==> src/qrs_pkg.sv <==
`default_nettype none
// ---------------------------------------------------------------------------
// qrs_pkg
// shared types and constants of the quadratic root solver
// ---------------------------------------------------------------------------
package qrs_pkg;

   localparam int COEF_W  = 16;
   localparam int VAL_W   = 32;
   localparam int OUT_FRAC = 16;
   // discriminant magnitude, square root, numerator, divisor and quotient widths
   localparam int DMAG_W  = 2 * COEF_W + 2;
   localparam int ROOT_W  = DMAG_W / 2;
   localparam int NUM_W   = COEF_W + 2;
   localparam int DEN_W   = COEF_W + 1;
   localparam int QUO_W   = NUM_W + OUT_FRAC;

   localparam logic [1:0] STATUS_OK  = 2'd0;
   localparam logic [1:0] STATUS_AZ  = 2'd1;
   localparam logic [1:0] STATUS_SAT = 2'd2;

   typedef struct packed {
      logic signed [COEF_W-1:0] coef_a;
      logic signed [COEF_W-1:0] coef_b;
      logic signed [COEF_W-1:0] coef_c;
   } req_word_type;

   typedef struct packed {
      logic                    real_roots;
      logic signed [VAL_W-1:0] first_value;
      logic signed [VAL_W-1:0] second_value;
      logic [1:0]              status;
   } rsp_word_type;

   typedef struct packed {
      logic                     valid;
      logic signed [COEF_W-1:0] a;
      logic signed [COEF_W-1:0] b;
      logic                     dpos;
   } sq_meta_type;

   typedef struct packed {
      logic valid;
      logic neg1;
      logic neg2;
      logic dpos;
      logic azero;
   } dv_meta_type;

endpackage
`default_nettype wire

==> src/qrs_div.sv <==
`default_nettype none
// ---------------------------------------------------------------------------
// qrs_div
// pipelined unsigned restoring divider, one quotient bit per stage
// ---------------------------------------------------------------------------
module qrs_div
   import qrs_pkg::*;
(
   input  wire logic             clock,
   input  wire logic             enable,
   input  wire logic [QUO_W-1:0] dividend,
   input  wire logic [DEN_W-1:0] divisor,
   output logic [QUO_W-1:0]      quotient
);

   logic [QUO_W-1:0] num_ff [QUO_W];
   logic [DEN_W-1:0] rem_ff [QUO_W];
   logic [DEN_W-1:0] den_ff [QUO_W];

   for (genvar i = 0; i < QUO_W; i++) begin : g_stage
      logic [QUO_W-1:0] num_prev;
      logic [DEN_W-1:0] rem_prev;
      logic [DEN_W-1:0] den_prev;
      logic [DEN_W:0]   trial;

      if (i == 0) begin : g_first
         assign num_prev = dividend;
         assign rem_prev = '0;
         assign den_prev = divisor;
      end else begin : g_next
         assign num_prev = num_ff[i-1];
         assign rem_prev = rem_ff[i-1];
         assign den_prev = den_ff[i-1];
      end

      assign trial = {rem_prev, num_prev[QUO_W-1]};

      // dividend bits shift out at the top, quotient bits shift in below
      always_ff @(posedge clock) begin
         if (enable) begin
            den_ff[i] <= den_prev;
            if (trial >= {1'b0, den_prev}) begin
               rem_ff[i] <= DEN_W'(trial - {1'b0, den_prev});
               num_ff[i] <= {num_prev[QUO_W-2:0], 1'b1};
            end else begin
               rem_ff[i] <= trial[DEN_W-1:0];
               num_ff[i] <= {num_prev[QUO_W-2:0], 1'b0};
            end
         end
      end
   end

   assign quotient = num_ff[QUO_W-1];

endmodule
`default_nettype wire

==> config.mk <==
export PLATFORM = sky130hd
export DESIGN_NAME = qrs_div
export DESIGN_NICKNAME = d
export VERILOG_FILES = /design/src/qrs_pkg.sv /design/src/qrs_div.sv
export SDC_FILE = /design/constraint.sdc
export NUM_CORES = 2
export LEC_CHECK = 0
export BUFFER_PORTS_ARGS = -buffer_cell sky130_fd_sc_hd__buf_2
export CAP_MARGIN = 20
export CELL_PAD_IN_SITES_DETAIL_PLACEMENT = 1
export CELL_PAD_IN_SITES_GLOBAL_PLACEMENT = 1
export CORE_MARGIN = 8
export CORE_UTILIZATION = 45
export DETAILED_ROUTE_END_ITERATION = 6
export HOLD_SLACK_MARGIN = 0.03
export PLACE_DENSITY = 0.77
export SYNTH_ARGS = -nofsm -noshare
export SYNTH_HDL_FRONTEND = slang
export SYNTH_SLANG_ARGS = --single-unit
==> constraint.sdc <==
create_clock -name clock -period 7.5 [get_ports clock]
set_input_delay 1.125 -clock clock [delete_from_list [all_inputs] [get_ports clock]]
set_output_delay 1.125 -clock clock [all_outputs]
set_load 0.02 [all_outputs]
---- After elaboration in Yosys (flattened, before gate mapping) ----
Memory sizes are Yosys's and may differ from the RTL's.
Cells that the tools add are included.
cells by class
  add/sub/neg operators ................... 34
  magnitude comparators ................... 34
  bitwise operators ....................... 68
  multiplexer cells ....................... 274
operators with widths
  cell            number
  $mux 34         34
  $ge 18x17->1    33
  $mux 17         34
  $sub 17x17->17  33
  $mux 1          206
  $or 1x1->1      68
  $ge 1x17->1     1
  $sub 1x17->17   1
storage, ports and cells
  register bits after elaboration ......... 0
  bits of input ports ..................... 53
  word-level logic and storage cells ...... 413
  output and inout port bits .............. 34
  RAM bits ................................ 2312
  memories kept ........................... 3
memory list
  memory  words  width  rd ports  clocked after Yosys merged registers in  write ports  line           source
  num_ff  34     34     34        0                                        34           qrs_div.sv:16  logic [QUO_W-1:0] num_ff [QUO_W];
  den_ff  34     17     33        0                                        34           qrs_div.sv:18  logic [DEN_W-1:0] den_ff [QUO_W];
  rem_ff  34     17     33        0                                        34           qrs_div.sv:17  logic [DEN_W-1:0] rem_ff [QUO_W];

---- Logic depth before layout (Yosys ltp) ----
An unclocked memory read counts as a cell.
  depth in word-level cells ............... 6
  depth in mapped cells ................... 14
  mapped depth without buffers ............ 12

---- Worst setup path after synthesis ----
No wires, ideal clock.
  path kind ............................... input -> register
  from .................................... input enable
  to ...................................... memory num_ff[10][0] (netlist bit) (enable)
  path slack .............................. 3.586 ns
  buffers on the path ..................... 5
  cell stages on the path ................. 5
  library setup time ...................... 0.426 ns
  data arrival time ....................... 3.488 ns
  data required time ...................... 7.074 ns
  cell sequence ........................... clkbuf_1 > clkbuf_1 > buf_2 > clkbuf_1 > clkbuf_1
RTL lines
  element          line           source
  start, declared  qrs_div.sv:10  input wire logic enable,
  end, declared    qrs_div.sv:16

==> impl_metrics.toml <==
[setup_path]
cp_data_arrival_time_ns = 4.55
ff2ff_path_depth = 12
rr_startpoint = "num_ff[31][33]"
startpoint = "num_ff[31][33]"
endpoint = "rem_ff[16][5]"
r2r_end = "rem_ff[16][5]"
worstPathRequired_ns = 8.12
crit_fanout = 18
worst-setup-path-type = "reg2reg"
start_kind = "flop"
crit_path_end_kind = "flop"
r2r_slack_ns = 3.56

[route]
drc = 1
num_vias = 59330
drt-wirelength-per-cell_um = 21.11
avgViaCountPerCell = 5.426
antenna_left = 0
drt_iter0_drc = 3710
postRouteWirelength_mm = 230.8
firstDrtPassIters = 7

[sta]
setup_viol = 0
finalSetupTns_ns = 0
slew_headroom = 0.1975
finalMaxSlewViolations = 0
post-route-period-util = 0.5252
max_freq_mhz = 253.9
period_needed_ns = 3.939
hold_viol = 0
rsz0062_at_grt = "false"
worst_slew_pin_slew_ns = 1.204
clock_skew_ns = 0.08504

[floorplan]
die_w_um = 495.5
die_h_um = 495.5
boundaryPins = 87
rows = 176
core_area_um2 = 229200
die_area_um2 = 245500
start_util = 0.4514

[min_path]
hp-start = "num_ff[24][5]"
hold_path_class = "reg2reg"

[logic_synthesis]
synth_area_leader_cell = "edfxtp_1"
synth_cells = 7484
synth_top_cell_area_share = 0.6608
synthArstFlopShare = 0
yosysUniqueCellTypes = 102
yosysSeqAreaShare = 0.6610
ys_warn_count = 0
synth_area_um2 = 103500
ys_ff_latch = 2278
synth_flop_cell = "edfxtp_1"
synth_edf_count = 2277
syn-num-nets = 8132
synth.area.top_cells = "edfxtp_1 66%, ha_1 6.8%, inv_1 2.6%, mux2_2 2.2%, a21oi_1 2.0%"
avgSynthCellArea_um2 = 13.83

[placed_design]
gp_congestion = 0.8635
dp_hpwl_mm = 166.6
dp.cells = 10490
io_buffers = 86

[layout]
finalNonFillerCells = 10930
area_growth_syn_to_layout_pct = 11.58
final_cell_mix = "2277 x edfxtp_1, 722 x inv_1, 563 x ha_1, 436 x nand2_1, 416 x a21oi_1"
nets = 8358
layout-drive-gt1-share = 0.1034
final_common_cell = "edfxtp_1"

[clocking]
cts_buffer_depth = 3
cts_setup_buffers = 0
numClockSinks = 2278
cts-htree-levels = 4
insertion_delay_ns = 0.87
cts_buffers = 231
ctsRootBufferMaster = "clkbuf_16"
cts_resized = 0
clk_pin_slew_worst_paths_ns = 0.06
cts_tree = "yes"
ctsHoldBuffers = 0

[global_routing]
overflow = 0
grt_usage = 0.1849
grt_pass1_wl_mm = 361.0
grt_pass1_vias = 63930
antenna_found_initial = 3
grt_max_degree = 202

[status]
violations = "design-rule violations"
status = "finished, violations left"

[power]
max-vdd-ir-drop_v = 0.0002281
power_density_nw_per_um2 = 393.3
power_leakage_nw = 43.75

[flow_run]
maxCapViolCount = 0
==> synth_stat cells, types with 30 or more instances <==
master and n:
a211oi_1 54, nand2_1 436, o21a_1 96, or3_1 31, edfxtp_1 2277, o21bai_1 41, ha_1 563, mux2i_1 42
o211ai_1 51, xnor2_1 228, o21ai_0 410, buf_2 31, a21oi_1 417, nor4_1 30, nor3_1 65, nand2b_1 98
and2_1 55, mux2_2 203, xor2_1 154, nand3_1 99, nor2_1 399, a21o_1 146, and3_1 35, nor2b_1 87
a31oi_1 63, inv_1 722, nand4_1 63, clkbuf_1 91, fa_1 32
==> layout make-up <==
| type | instances | area, um2 |
|---|---|---|
| Clock inverter | 164 | 1908 |
| Inverter | 725 | 2721 |
| Sequential cell | 2278 | 68400 |
| Timing Repair Buffer | 133 | 960.9 |
| Tap cell | 3026 | 3786 |
| Multi-Input combinational cell | 4341 | 31750 |
| Clock buffer | 264 | 5926 |
| Fill cell | 22650 | 113800 |
| Antenna cell | 3 | 7.507 |
==> metrics by stage <==
step                utilization  instance area (um2)  total power [W]  hold slack (ns)  setup slack, ns
floorplan                     -               103500          0.02945           0.4003            3.586
global placement         0.4687               107400          0.03282           0.4003            3.145
detailed placement       0.4688               107500          0.03370           0.4052            3.034
CTS                      0.5030               115300          0.04572           0.3265            3.540
global route             0.5036               115500          0.04793           0.3382            3.326
finish                   0.5036               115500          0.04540           0.3333            3.561
==> cell families (layout without fill, tap and decap cells) <==
group	count (synthesis)	after routing	synth area share
DFF	2278	2278	0.6610
AOI/OAI and AO/OA	1559	1559	0.09684
and+or+nand+nor	1520	1520	0.07160
buffers and inverters	865	1286	0.03255
adders and majority gates	595	595	0.07427
xor gates and xnor gates	382	382	0.03234
muxes	285	285	0.03138
other	0	3	0
==> per-layer routing <==
| metal | routed length (um) | track usage | part of all wire |
|---|---|---|---|
| met1 | 92640 | 0.2141 | 0.40 |
| met2 | 121800 | 0.3462 | 0.53 |
| met3 | 6868 | 0.02476 | 0.030 |
| met4 | 9500 | 0.07124 | 0.041 |
| met5 | 0 | 0 | 0 |
==> worst min path at each step <==
stage | end | slack [ns] | depth (start not counted)
floorplan | num_ff[10][10] | 0.40 | 0
global route | num_ff[25][6] | 0.34 | 0
detailed placement | num_ff[3][10] | 0.41 | 0
CTS | num_ff[25][6] | 0.33 | 0
global placement | num_ff[6][13] | 0.40 | 0
finish | num_ff[25][6] | 0.33 | 0
==> critical path: stages (launching register included) <==
cell and delay (ns):
edfxtp_1 0.37, inv_1 0.08, ha_1 0.18, inv_1 0.06, fa_1 0.41, a21o_1 0.20, a21oi_1 0.27, o21bai_1 0.12
a21oi_1 0.35, o31ai_2 0.19, o211ai_1 0.24, and3_1 0.78, mux2_2 0.42
==> sequential cells by signal (all words and copies together) (netlist names) <==
register and flops:
rem_ff 561, den_ff 561, num_ff 1156
==> where the power goes <==
part	leakage [nW]	internal [W]	switching, W
logic	17.8	0.00657	0.00843
clock network	3.78	0.00677	0.00498
registers	22.2	0.0171	0.00153
Note: power is estimated with default switching activity, not from simulation.
