### config.mk
export PLATFORM = sky130hd
export DESIGN_NAME = qrs_sqrt
export DESIGN_NICKNAME = d
export VERILOG_FILES = /design/src/qrs_pkg.sv /design/src/qrs_sqrt.sv
export SDC_FILE = /design/constraint.sdc
export NUM_CORES = 1
export LEC_CHECK = 0
export BUFFER_PORTS_ARGS = -buffer_cell sky130_fd_sc_hd__buf_4
export CORE_UTILIZATION = 55
export CTS_BUF_LIST = sky130_fd_sc_hd__clkbuf_2 sky130_fd_sc_hd__clkbuf_4 sky130_fd_sc_hd__clkbuf_8
export DETAILED_ROUTE_END_ITERATION = 8
export GPL_TIMING_DRIVEN = 0
export PLACE_DENSITY = 0.74
export SLEW_MARGIN = 10
export SYNTH_ARGS = -nofsm -noshare
export SYNTH_HDL_FRONTEND = slang
export SYNTH_SLANG_ARGS = --single-unit
### constraint.sdc
create_clock -name clock -period 2.5 [get_ports clock]
set_clock_uncertainty 0.05 [all_clocks]
set_input_delay 0 -clock clock [delete_from_list [all_inputs] [get_ports clock]]
set_output_delay 0 -clock clock [all_outputs]
set_load 0.02 [all_outputs]
### src/qrs_pkg.sv
`default_nettype none
// ---------------------------------------------------------------------------
// qrs_pkg
// shared types and constants of the quadratic root solver
// ---------------------------------------------------------------------------
package qrs_pkg;

   localparam int COEF_W  = 16;
   localparam int VAL_W   = 32;
   localparam int OUT_FRAC = 16;
   // discriminant magnitude, square root, numerator, divisor and quotient widths
   localparam int DMAG_W  = 2 * COEF_W + 2;
   localparam int ROOT_W  = DMAG_W / 2;
   localparam int NUM_W   = COEF_W + 2;
   localparam int DEN_W   = COEF_W + 1;
   localparam int QUO_W   = NUM_W + OUT_FRAC;

   localparam logic [1:0] STATUS_OK  = 2'd0;
   localparam logic [1:0] STATUS_AZ  = 2'd1;
   localparam logic [1:0] STATUS_SAT = 2'd2;

   typedef struct packed {
      logic signed [COEF_W-1:0] coef_a;
      logic signed [COEF_W-1:0] coef_b;
      logic signed [COEF_W-1:0] coef_c;
   } req_word_type;

   typedef struct packed {
      logic                    real_roots;
      logic signed [VAL_W-1:0] first_value;
      logic signed [VAL_W-1:0] second_value;
      logic [1:0]              status;
   } rsp_word_type;

   typedef struct packed {
      logic                     valid;
      logic signed [COEF_W-1:0] a;
      logic signed [COEF_W-1:0] b;
      logic                     dpos;
   } sq_meta_type;

   typedef struct packed {
      logic valid;
      logic neg1;
      logic neg2;
      logic dpos;
      logic azero;
   } dv_meta_type;

endpackage
`default_nettype wire

### src/qrs_sqrt.sv
`default_nettype none
// ---------------------------------------------------------------------------
// qrs_sqrt
// pipelined floor square root, one result bit per stage
// ---------------------------------------------------------------------------
module qrs_sqrt
   import qrs_pkg::*;
(
   input  wire logic              clock,
   input  wire logic              enable,
   input  wire logic [DMAG_W-1:0] radicand,
   output logic [ROOT_W-1:0]      root
);

   localparam int REM_W = ROOT_W + 2;

   logic [DMAG_W-1:0] num_ff  [ROOT_W];
   logic [REM_W-1:0]  rem_ff  [ROOT_W];
   logic [ROOT_W-1:0] root_ff [ROOT_W];

   for (genvar i = 0; i < ROOT_W; i++) begin : g_stage
      logic [DMAG_W-1:0] num_prev;
      logic [REM_W-1:0]  rem_prev;
      logic [ROOT_W-1:0] root_prev;
      logic [REM_W+1:0]  trial;
      logic [REM_W+1:0]  test;

      if (i == 0) begin : g_first
         assign num_prev  = radicand;
         assign rem_prev  = '0;
         assign root_prev = '0;
      end else begin : g_next
         assign num_prev  = num_ff[i-1];
         assign rem_prev  = rem_ff[i-1];
         assign root_prev = root_ff[i-1];
      end

      // bring down two radicand bits, try root*4+1
      assign trial = {rem_prev, num_prev[DMAG_W-1 -: 2]};
      assign test  = {2'b00, root_prev, 2'b01};

      always_ff @(posedge clock) begin
         if (enable) begin
            num_ff[i] <= {num_prev[DMAG_W-3:0], 2'b00};
            if (trial >= test) begin
               rem_ff[i]  <= REM_W'(trial - test);
               root_ff[i] <= {root_prev[ROOT_W-2:0], 1'b1};
            end else begin
               rem_ff[i]  <= trial[REM_W-1:0];
               root_ff[i] <= {root_prev[ROOT_W-2:0], 1'b0};
            end
         end
      end
   end

   assign root = root_ff[ROOT_W-1];

endmodule
`default_nettype wire

## Word level (Yosys, flattened, before mapping)

Memory sizes are Yosys's and may differ from the RTL's.
Index checks and enable logic that the tools add are counted.

- Multiplexer cells: 138
- Bitwise operators: 34
- Order comparisons: 17
- $add $sub $neg: 17

Operators by type and width:

| cell | count |
|---|---|
| $ge A21 B19 Y1 | 16 |
| $mux W19 | 17 |
| $sub A19 B19 Y19 | 16 |
| $mux W17 | 17 |
| $mux W1 | 104 |
| $or A1 B1 Y1 | 34 |
| $sub A2 B1 Y3 const B | 1 |
| $ge A2 B1 Y1 const B | 1 |

- Input bits: 36
- Register bits: 0
- Memories: 3
- Bits in writable memories: 1156
- Word-level logic and storage cells: 209
- Output and inout bits: 17

Memories:

| memory | words | bits a word | rd ports | clocked after Yosys merged registers in | write ports | RTL line | source |
|---|---|---|---|---|---|---|---|
| num_ff | 17 | 32 | 16 | 0 | 17 | qrs_sqrt.sv:17 | `logic [DMAG_W-1:0] num_ff [ROOT_W];` |
| rem_ff | 17 | 19 | 16 | 0 | 17 | qrs_sqrt.sv:18 | `logic [REM_W-1:0] rem_ff [ROOT_W];` |
| root_ff | 17 | 17 | 17 | 0 | 17 | qrs_sqrt.sv:19 | `logic [ROOT_W-1:0] root_ff [ROOT_W];` |

## Longest topological paths before layout

Gate-level depths: netlist of run 1.
An unclocked memory read counts as a cell.

- Depth after elaboration: 6
- Mapped depth: 12
- Gate-level depth less buffers: 10

## Worst setup path before layout of run 1

Ideal clock, no wire load.

- Path kind: register to register
- Start: memory rem_ff[5][0] (netlist bit)
- End: memory rem_ff[6][16] (netlist bit), data pin
- Clock period less this slack: 2.717 ns
- Library setup time: 0.258 ns
- Arrival time: 2.409 ns
- Required time: 2.192 ns
- Stages on the path, launching flop included: 9
- Setup slack: -0.217 ns
- Buffers on the path: 0
- Path through: edfxtp_1 > ha_1 > o21a_1 > o21a_1 > o21bai_1 > and2_0 > a2111oi_0 > nand4b_1 > xnor2_1

RTL lines:

| element | RTL line |
|---|---|
| start, declared | qrs_sqrt.sv:18 |

==> key figures, run 1 <==
Status
  • Outcome: finished with violations
  • Failing checks: design-rule violations, negative hold slack, negative setup slack

Synth
  • Post-synth top cells: edfxtp_1, inv_1, ha_1, nand2_1, nor2_1
  • Cell with the most instances after synthesis: edfxtp_1
  • Count of cell types in the netlist: ~80
  • Proportion of netlist area held by the largest area contributor: around 64%
  • Cell count after synthesis: 2,520
  • Mean instance size in the synthesized netlist: around 13 sq um
  • Post-synthesis sequential area ratio: 64.4%
  • Synthesized netlist net count: 2,728
  • Count of state elements after synthesis: ~710
  • Synthesized area: roughly 33,000 sq um
  • Post-synthesis cell type with the largest combined area: edfxtp_1
  • Warnings, synthesis: 0
  • Share of async-settable or async-resettable flops after synthesis: 0%
  • Main area contributors after synthesis: edfxtp_1, ha_1, xnor2_1, xor2_1, inv_1
  • Number of flops mapped to enable cells by yosys: 706
  • Most used flip-flop cell after synthesis: edfxtp_1

CTS
  • CTS tree: yes
  • Maximum buffer depth of the clock tree: 3
  • Clock insertion delay at the later pin of the skew report: 730 ps
  • TritonCTS buffer count: 108
  • Clock slew at the register clock pins of the worst setup and hold paths: 70 ps
  • Clock net sink count: 707
  • Hold Buf Count CTS: 66
  • Root buf cell: clkbuf_8
  • Maximum level of the CTS H-tree: 3

Global routing
  • GR peak layer: met2
  • Vias in the first global route: 21,600
  • Tot GR Track Use: 22.7%
  • Global-route track usage on met3: 4.28%
  • Global-route track usage on met1: 27.5%
  • Grt met2 use: between 30% and 40%
  • Pin count of the biggest net entering global routing: between 100 and 150
  • First-pass GRT wire length: between 100,000 and 150,000 um
  • Antenna violations before repair: 2
  • Overflow after GRT: 0

Power and ir drop
  • Relative contribution of the clock network to total power: 30.4%
  • Flop pwr share: 48.9%
  • Internal power: 23.0 mW
  • P per Cell Area: 738 nW/um^2
  • P_leak: 16.5 nW
  • Highest ir drop seen on vdd: between 0.6 and 0.7 mV
  • Overall power after layout: 31.8 mW
  • Fraction of power spent switching nets: roughly 28%
  • Net Switching: 8.75 mW
  • Combinational power share: 20.7%

Floorplanning
  • Initial core utilization: 55.7%
  • Die Span Y: 247 um
  • Total I/O pin count: 53
  • Row Count: 89
  • Floorplan Core Area: 59,100 sq um
  • Horizontal die dimension: 247 um
  • Area of the die: 60,900 sq um

Cells and area
  • Layout overhead on the synthesized area: 30.8%
  • Fillers: 3,527
  • Fraction of the core area covered by cells at the end of the flow: 72.8%
  • Number of nets in the final layout: 3,239
  • Share of final-layout standard cells stronger than drive strength 1: 32.9%
  • Flip-flop and latch area: 21,200 sq um
  • Area taken by multi-input logic gates: 13,900 sq um

Drt
  • WL per Instance: 19.2 um
  • 1st-pass router iterations: 7
  • Average vias per placed instance: 5.70
  • DRC viols: 2
  • Via count of the routed design: 22,200
  • Antenna Violating Nets Remaining: 0
  • Drt total wl: 74,700 um
  • Iter 0 DRT Violations: between 1,500 and 2,000

Critical path
  • Category of the critical setup timing path: reg -> reg
  • Critical Path, Cell by Cell: inv_2 > ha_4 > a31oi_1 > o21ai_2 > a221oi_4 > a31oi_4 > o21ai_4 > inv_4 > mux2_4
  • Slowest stage cell, crit path: edfxtp_1
  • Data required time of the critical path: about 3000 ps
  • Family of cells with the greatest summed delay on the critical path: compound AO/OA/AOI/OAI gates
  • Crit path arrival time: 3120 ps
  • Sort of element at the end of the critical path: flip-flop
  • Max incr delay on CP: 420 ps
  • CP max FO: 8
  • Number of buffer and inverter stages on the critical path: 2
  • Startpoint type of the worst setup path: flip-flop

STA
  • Number of setup violations in the final report: around 110
  • Part of the cycle the worst path needs: 107%
  • Maximum clock rate: 372 MHz
  • Worst slack on hold paths: -298 ps
  • Final worst path period need: approximately 2700 ps
  • Setup repair after global routing missed its margin: true
  • Transition time at the pin with the least slew margin: slightly above 900 ps
  • Number of max-slew violations in the final report: 0
  • Setup TNS after final layout: -8260 ps
  • Hold Violations, Final: 84
  • Tightest slew margin relative to the limit: roughly 39%
  • Smallest setup slack after layout: -187 ps

Run
  • Count of max-cap constraint violations: 0

Placed design
  • Final Wtd Congestion: around 1
  • Post-DP HPWL: 43,800 um
  • Port-buffer cells: 52

Worst hold path
  • Type of the worst min-delay path: in -> reg
placed cells by master, fill, tap and decap left out, types with 39 or more instances in the layout:
cell type      instances
clkbuf_4              42
nor2_1               123
xnor2_1              109
inv_1                179
ha_4                  89
xor2_1                96
o21a_1                39
a21o_1                47
o21ai_0               60
edfxtp_1             706
nand2_1              134
o21ai_2               42
a21oi_1              102
ha_1                  76
buf_4                301
clkbuf_8             113
dlygate4sd3_1         66
area by class of cell:
class / count / share of cell area, %
diodes: 1 / 0.00581
plain buffers: 45 / 1.01
clock buffers: 146 / 4.19
clock inverters: 50 / 0.924
inverters: 217 / 1.93
multi-input cells: 1546 / 32.2
flip-flops and latches: 707 / 49.3
well taps: 773 / 2.25
repair buffers: 406 / 8.21
power by group through the flow:
stage	sequential [mW]	clock (mW)	combinational, mW
after floorplan	15.3	0	3.27
after global placement	15.6	0	4.16
after detailed placement	15.6	0	4.32
after CTS	15.4	9.84	5.49
after global routing	15.6	10.4	7.08
final	15.5	9.67	6.57
flip-flops by register name (all words and copies together) (netlist names):
name,count
num_ff,272
root_ff,153
rem_ff,282
repair_timing:
action / 4_1_cts / 5_1_grt
resized for setup: 406 / 348
pin swaps: 130 / 150
cloned: 7 / 6
buffers inserted: 157 / 121
hold endpoints to repair: 120 / 84
endpoints found under the setup margin: 716 / 265
worst register-to-register path, delay by kind of cell, from the launching register on:
family | cells | cell delay (ps)
flip-flops | 1 | 420
AO/OA/AOI/OAI | 5 | 1190
buffers and inverters | 2 | 230
adder cells (fa/ha/maj) | 1 | 230
multiplexers | 1 | 320
through the flow:
step / setup WS [ps] / hold slack [ps] / instances / cell area, sq um
after CTS: -96.3 / -350 / 3771 / 40600
after global routing: -266 / -323 / 3891 / 43100
after detailed placement: -1970 / 129 / 3348 / 34500
final: -187 / -298 / 3891 / 43100
after global placement: -3500 / 129 / 3345 / 34400
after floorplan: -25.8 / 48.9 / 2520 / 33000
cells by family (layout without fill, tap and decap cells):
| logic type | after synthesis | after routing | share of synthesized area [%] |
|---|---|---|---|
| buffers and inverters | 268 | 864 | 3.10 |
| AND/OR/NAND/NOR | 657 | 658 | 10.3 |
| flip-flops | 707 | 707 | 64.4 |
| AO/OA/AOI/OAI | 480 | 480 | 9.18 |
| other | 0 | 1 | 0 |
| XOR/XNOR | 212 | 212 | 5.64 |
| multiplexers | 24 | 24 | 0.802 |
| adder cells (fa/ha/maj) | 172 | 172 | 6.54 |
per-layer routing:
layer | up-vias | share of wire (%)
met2 | 710 | 52
li1 | 10400 | -
met5 | - | 0.012
met4 | 2 | 3.5
met3 | 208 | 5.5
met1 | 10900 | 39
final timing paths:
kind,start,to,slack [ps],cells past startpoint
min,enable,num_ff[0][1],-300,1
max,root_ff[14][6],rem_ff[15][7],-190,9
min reg2reg,num_ff[0][50],num_ff[0][84],360,0
max reg2reg,root_ff[14][6],rem_ff[15][7],-190,9
No activity file was read; power rests on OpenSTA's default activity.
==> inputs of run 2 (changes only) <==
ABC_AREA = 1   (was not set)
==> key figures, run 2 <==
Status
  • Outcome: complete, no violations

Cells and area
  • Share of final-layout standard cells stronger than drive strength 1: 9.90% (-23 points)
  • Flip-flop count of the largest register, all copies and words added: 282 (unchanged)
  • Fraction of the core area covered by cells at the end of the flow: 63.1% (-9.7 points)
  • Highest-count cells in the layout ignoring fill and taps: nand2_1, inv_1, edfxtp_1
  • Largest register by flop count: rem_ff
  • Number of nets in the final layout: 4,748 (+47%)
  • Biggest registers after layout: rem_ff: 282 flops, num_ff: 272 flops, root_ff: 153 flops
  • Layout overhead on the synthesized area: 12.6%
  • Most common library cell in the layout ignoring fill and taps: nand2_1

Drt
  • Detailed-route wire length on metal 1: 37,700 um (+29%)
  • Via count of the routed design: 28,300 (+28%)
  • Iter 0 DRT Violations: 2,374 (+54%)
  • Average vias per placed instance: 5.10 (-11%)
  • Highest layer used for signal routing: met4
  • 1st-pass router iterations: 7 (unchanged)
  • DRC viols: 0 (-2)
  • WL per Instance: 15.2 um (-21%)
  • Antenna Violating Nets Remaining: 0 (unchanged)
  • Wire length on met3: 4910 um (+20%)
  • Met2 Routed Length: 39,600 um (+2.6%)
  • Drt total wl: 84,600 um (+13%)

STA
  • Final worst path period need: 2400 ps (-287 ps)
  • Maximum clock rate: 417 MHz (+12%)
  • Hold Violations, Final: 0 (-100%)
  • Number of max-slew violations in the final report: 0 (unchanged)
  • Smallest setup slack after layout: 100 ps (+287 ps)
  • Number of setup violations in the final report: 0 (-100%)
  • Part of the cycle the worst path needs: 96.0% (-11 points)
  • Worst slack on hold paths: 97.5 ps (+395 ps)
  • Transition time at the pin with the least slew margin: 1070 ps (+151 ps)
  • Tightest slew margin relative to the limit: 28.7% (-10 points)

Floorplanning
  • Die Span Y: 267 um (+8.3%)
  • Horizontal die dimension: 267 um (+8.3%)
  • Initial core utilization: 56.0% (+0.35 points)
  • Row Count: 96 (+7.9%)
  • Floorplan Core Area: 69,100 sq um (+17%)
  • Area of the die: 71,400 sq um (+17%)
  • Total I/O pin count: 53 (unchanged)

Worst hold path
  • Cell depth of the worst min-delay path: 4 (+3)
  • Type of the worst min-delay path: in -> reg

CTS
  • Clock slew at the register clock pins of the worst setup and hold paths: 60 ps (about the same)
  • TritonCTS buffer count: 114 (+5.6%)
  • Clock net sink count: 707 (unchanged)
  • CTS tree: yes
  • Root buf cell: clkbuf_8
  • Maximum level of the CTS H-tree: 3 (unchanged)
  • Clock insertion delay at the later pin of the skew report: 760 ps (+30 ps)
  • Maximum buffer depth of the clock tree: 3 (unchanged)

Run
  • Count of max-cap constraint violations: 0 (unchanged)

Power and ir drop
  • Fraction of power spent switching nets: 29.7% (+2.2 points)
  • P_leak: 20.0 nW (+22%)
  • Overall power after layout: 31.0 mW (-2.5%)
  • Flop pwr share: 49.3% (+0.4 points)
  • Highest ir drop seen on vdd: 0.473 mV (-21%)
  • Net Switching: 9.21 mW (+5.3%)
  • Internal power: 21.8 mW (-5.4%)
  • Relative contribution of the clock network to total power: 31.5% (+1.1 points)
  • Combinational power share: 19.3% (-1.4 points)
  • P per Cell Area: 711 nW/um^2 (-3.7%)

Critical path
  • Startpoint type of the worst setup path: flip-flop
  • Number of logic stages on the critical path including buffering: 12 (+3)
  • Number of cells on the worst reg-to-reg path: 12 (+3)
  • Max incr delay on CP: 450 ps (+30 ps)
  • CP max FO: 10 (+2)
  • Number of buffer and inverter stages on the critical path: 3 (+1)
  • Sort of element at the end of the critical path: flip-flop
  • Most frequent cell on the critical path: nand2_1
  • Critical Path, Cell by Cell: inv_1 > ha_1 > buf_2 > nand2_1 > nand2_1 > a21oi_1 > nand2_1 > nand2_1 > nand2_1 > nor2_4 > buf_6 > o21ai_0
  • Crit path arrival time: 2790 ps (-330 ps)
  • Slowest stage cell, crit path: edfxtp_1
  • Category of the critical setup timing path: reg -> reg
  • Data required time of the critical path: 2890 ps (-40 ps)
  • Family of cells with the greatest summed delay on the critical path: simple AND/OR/NAND/NOR gates

Global routing
  • Overflow after GRT: 0 (unchanged)
  • Vias in the first global route: 26,700 (+23%)
  • First-pass GRT wire length: 135,000 um (+24%)
  • Pin count of the biggest net entering global routing: 115 (-5.0%)
  • Antenna violations before repair: 2 (unchanged)
  • Tot GR Track Use: 24.1% (+1.4 points)

Placed design
  • Final Wtd Congestion: 0.956 (-1.6%)
  • Post-placement worst setup slack: -931 ps (+1040 ps)
  • Post-DP HPWL: 63,600 um (+45%)
  • Port-buffer cells: 52 (unchanged)

Synth
  • Post-synthesis cell type with the largest combined area: edfxtp_1
  • Synthesized netlist net count: 4,491 (+65%)
  • Cell count after synthesis: 4,283 (+70%)
  • Count of state elements after synthesis: 707 (unchanged)
  • Number of flops mapped to enable cells by yosys: 706 (unchanged)
  • Count of cell types in the netlist: 54 (-31%)
  • Cell with the most instances after synthesis: nand2_1
  • Most used flip-flop cell after synthesis: edfxtp_1
  • Synthesized area: 38,700 sq um (+18%)
  • Post-synth top cells: nand2_1, inv_1, edfxtp_1, nor2_1, nand3_1
  • Share of async-settable or async-resettable flops after synthesis: 0% (unchanged)
  • Main area contributors after synthesis: edfxtp_1, nand2_1, inv_1, ha_1, nor2_1
  • Mean instance size in the synthesized netlist: 9.04 sq um (-31%)
  • Post-synthesis sequential area ratio: 54.8% (-9.6 points)
  • Proportion of netlist area held by the largest area contributor: 54.8% (-9.6 points)
  • Warnings, synthesis: 0 (unchanged)
run 2: layout make-up:
| type | count | area (sq um) |
|---|---|---|
| flip-flops and latches | 707 | 21200 |
| clock inverters | 56 | 417 |
| clock buffers | 146 | 1810 |
| multi-input cells | 2763 | 14400 |
| well taps | 931 | 1160 |
| inverters | 765 | 2880 |
| plain buffers | 48 | 348 |
| diodes | 2 | 5.00 |
| fillers | 5763 | 25500 |
| repair buffers | 141 | 1400 |
run 2: path summary, 6_finish.rpt:
path	slack (ps)	to	start
hold reg to reg	360	num_ff[0][79]	num_ff[0][45]
hold / removal	100	rem_ff[0][1]	radicand[33]
setup reg to reg	100	rem_ff[7][4]	root_ff[6][0]
setup / recovery	100	rem_ff[7][4]	root_ff[6][0]
run 2: logic make-up after synthesis:
group | after synthesis | synth area share, %
flops | 707 | 54.8
xor+xnor | 127 | 2.87
fa+ha+maj | 172 | 5.56
compound gates | 286 | 4.33
simple gates | 2178 | 24.1
buf+inv | 813 | 8.29
run 2: per-layer routing:
| layer | track usage, % | vias up |
|---|---|---|
| met3 | 3.95 | 172 |
| met1 | 32.7 | 13000 |
| li1 | - | 14400 |
| met4 | 7.61 | 0 |
| met2 | 39.6 | 765 |
| met5 | 0 | - |
run 2: power groups by stage:
stage          clock network (mW)  registers (mW)  logic, mW
3_3_place_gp                    0            15.5       5.65
4_1_cts                      10.0            15.3       5.91
5_1_grt                      10.5            15.4       6.80
3_5_place_dp                    0            15.5       5.76
2_1_floorplan                   0            15.2       4.36
6_report                     9.75            15.3       5.98
run 2: worst min-delay path: stages:
cell and delay, ps:
dlygate4sd3_1 530, buf_4 110, nor2_1 30, a21oi_1 120
run 2: per-stage QoR:
stage	setup TNS (ps)	area (sq um)	instances
final	0	43600	5559
after global routing	-12.7	43600	5559
after CTS	0	43400	5548
after detailed placement	-260770	40400	5269
after global placement	-1882670	40300	5266
after floorplan	0	38700	4283
run 2: what timing repair did:
action | CTS | global route
setup endpoints to repair | 51 | 93
hold endpoints to repair | 137 | 0
gates cloned | 0 | 0
buffers inserted | 0 | 9
resized for setup | 2 | 26
hold buffers | 77 | 0
pin swaps | 0 | 3
==> inputs of run 3 (changes only) <==
CORE_UTILIZATION = 40   (was 55)
PLACE_DENSITY = not set   (was 0.74)
==> key figures, run 3 (synthesis results as in run 2) <==
Critical path
  • Most frequent cell on the critical path: nand2_1
  • Number of cells on the worst reg-to-reg path: 13 (+1)
  • Slowest stage cell, crit path: edfxtp_1
  • Sort of element at the end of the critical path: flip-flop
  • Crit path arrival time: 2820 ps (+30 ps)
  • Setup slack on the worst flop-to-flop path: 100 ps (about the same)
  • FF-to-FF Start: root_ff[12][1]
  • Max incr delay on CP: 400 ps (-50 ps)
  • Category of the critical setup timing path: reg -> reg
  • Destination of the worst register-to-register timing path: rem_ff[13][10]
  • CP max FO: 10 (unchanged)
  • Startpoint type of the worst setup path: flip-flop
  • Data required time of the critical path: 2920 ps (+30 ps)
  • Critical Path, Cell by Cell: inv_1 > ha_1 > nand2_1 > inv_1 > nand2_1 > nand3_1 > nand2_1 > nand2_2 > nand2_2 > nand2_4 > buf_6 > nand2_1 > nand2_1

STA
  • Worst slack on hold paths: -134 ps (-232 ps)
  • Transition time at the pin with the least slew margin: 1130 ps (+60.9 ps)
  • Final worst path period need: 2400 ps (+0.572 ps)
  • Hold Violations, Final: 101 (+101)
  • Part of the cycle the worst path needs: 96.0% (about the same)
  • Maximum clock rate: 417 MHz (about the same)
  • Number of setup violations in the final report: 0 (unchanged)
  • Number of max-slew violations in the final report: 0 (unchanged)
  • Tightest slew margin relative to the limit: 24.7% (-4.1 points)
  • Setup TNS after final layout: 0 ps (unchanged)
  • Smallest setup slack after layout: 99.6 ps (-0.572 ps)

Drt
  • Average vias per placed instance: 4.74 (-7.1%)
  • Drt total wl: 89,600 um (+6.0%)
  • WL per Instance: 15.2 um (-0.28%)
  • Antenna Violating Nets Remaining: 0 (unchanged)
  • DRC viols: 0 (unchanged)
  • Iter 0 DRT Violations: 1,801 (-24%)
  • Via count of the routed design: 28,000 (-1.2%)
  • 1st-pass router iterations: 6 (-1)

Floorplanning
  • Die Span Y: 313 um (+17%)
  • Area of the die: 98,000 sq um (+37%)
  • Total I/O pin count: 53 (unchanged)
  • Row Count: 113 (+18%)
  • Floorplan Core Area: 95,400 sq um (+38%)
  • Horizontal die dimension: 313 um (+17%)
  • Initial core utilization: 40.6% (-15 points)

Cells and area
  • Fillers: 9,211 (+60%)
  • Biggest registers after layout: rem_ff: 282 flops, num_ff: 272 flops, root_ff: 153 flops
  • Flip-flop count of the largest register, all copies and words added: 282 (unchanged)
  • Number of nets in the final layout: 4,756 (+0.17%)
  • Largest register by flop count: rem_ff
  • Layout overhead on the synthesized area: 14.4%
  • Layout Cell Area excl Fill: 44,300 sq um (+1.5%)
  • Share of final-layout standard cells stronger than drive strength 1: 10.4% (+0.53 points)
  • Highest-count cells in the layout ignoring fill and taps: nand2_1, inv_1, edfxtp_1
  • Most common library cell in the layout ignoring fill and taps: nand2_1

CTS
  • Hold Buf Count CTS: 76 (-1.3%)
  • Clock slew at the register clock pins of the worst setup and hold paths: 60 ps (about the same)
  • Clock net sink count: 707 (unchanged)
  • TritonCTS buffer count: 117 (+2.6%)
  • Root buf cell: clkbuf_8
  • Maximum level of the CTS H-tree: 3 (unchanged)
  • Maximum buffer depth of the clock tree: 3 (unchanged)
  • Clock insertion delay at the later pin of the skew report: 770 ps (about the same)
  • CTS tree: yes

Placed design
  • Standard cell area after detailed placement: 40,800 sq um (+1.1%)
  • Post-placement worst setup slack: -690 ps (+242 ps)
  • Post-DP HPWL: 68,000 um (+6.9%)
  • Port-buffer cells: 52 (unchanged)
  • Final Wtd Congestion: 0.912 (-4.6%)

Global routing
  • Overflow after GRT: 0 (unchanged)
  • Vias in the first global route: 26,800 (+0.48%)
  • First-pass GRT wire length: 141,000 um (+4.2%)
  • Pin count of the biggest net entering global routing: 101 (-12%)
  • Tot GR Track Use: 18.2% (-5.9 points)
  • Antenna violations before repair: 3 (+1)

Worst hold path
  • Cell depth of the worst min-delay path: 2 (-2)
  • Worst hold path endpoint: num_ff[0][21]
  • Type of the worst min-delay path: in -> reg
  • Start point of the worst min-delay path: enable

Status
  • Outcome: finished with violations
  • Failing checks: negative hold slack

Power and ir drop
  • P_leak: 20.1 nW (+0.55%)
  • P per Cell Area: 718 nW/um^2 (+0.99%)
  • Highest ir drop seen on vdd: 0.478 mV (+1.1%)

Run
  • Count of max-cap constraint violations: 0 (unchanged)
-- run 3: area by class of cell --
cell class / count / area (sq um) / share of cell area, %
diodes: 2 / 5.00 / 0.0113
plain buffers: 48 / 352 / 0.794
clock buffers: 150 / 1860 / 4.21
clock inverters: 62 / 552 / 1.25
inverters: 765 / 2880 / 6.50
multi-input cells: 2764 / 14400 / 32.6
flip-flops and latches: 707 / 21200 / 47.9
well taps: 1265 / 1580 / 3.58
repair buffers: 145 / 1400 / 3.17
-- run 3: stage by stage --
stage               util, %  instances  total power [mW]
floorplan                 -       4283              19.5
global placement       42.6       5600              21.3
detailed placement     42.7       5604              21.4
CTS                    46.1       5893              32.1
global route           46.4       5907              33.6
finish                 46.4       5908              31.8
-- run 3: where the power goes --
group | internal, mW | leakage [nW] | total, mW | switching (mW)
logic | 2.11 | 12.1 | 6.02 | 3.91
registers | 14.5 | 6.79 | 15.3 | 0.775
clock network | 5.84 | 1.27 | 10.5 | 4.64
total | 22.4 | 20.1 | 31.8 | 9.33
-- run 3: worst max-delay path by stage --
stage	from	endpoint	depth (start not counted)	slack [ps]
2_1_floorplan	rem_ff[10][6]	rem_ff[11][10]	10	440
3_3_place_gp	enable	root_ff[14][14]	4	-3330
3_5_place_dp	enable	rem_ff[5][15]	4	-690
4_1_cts	rem_ff[14][1]	rem_ff[15][13]	12	40
5_1_grt	root_ff[11][9]	rem_ff[12][10]	13	-30
6_report	root_ff[12][1]	rem_ff[13][10]	13	100
-- run 3: repair_timing --
item	CTS	global route
resized for setup	0	37
pin swaps	1	8
gates cloned	0	2
setup buffers	1	11
setup endpoints to repair	5	110
hold endpoints to repair	113	100
-- run 3: routing by layer --
metal	routed length [um]	GRT usage (%)
met5	0	0
met4	2700	6.47
met3	3710	2.89
met2	41900	30.2
met1	41300	24.1
-- run 3: worst max-delay path, delay by kind of cell, from the launching register on --
kind,cells,cell delay (ps)
simple gates,9,1040
flops,1,400
fa+ha+maj,1,330
buf+inv,3,310
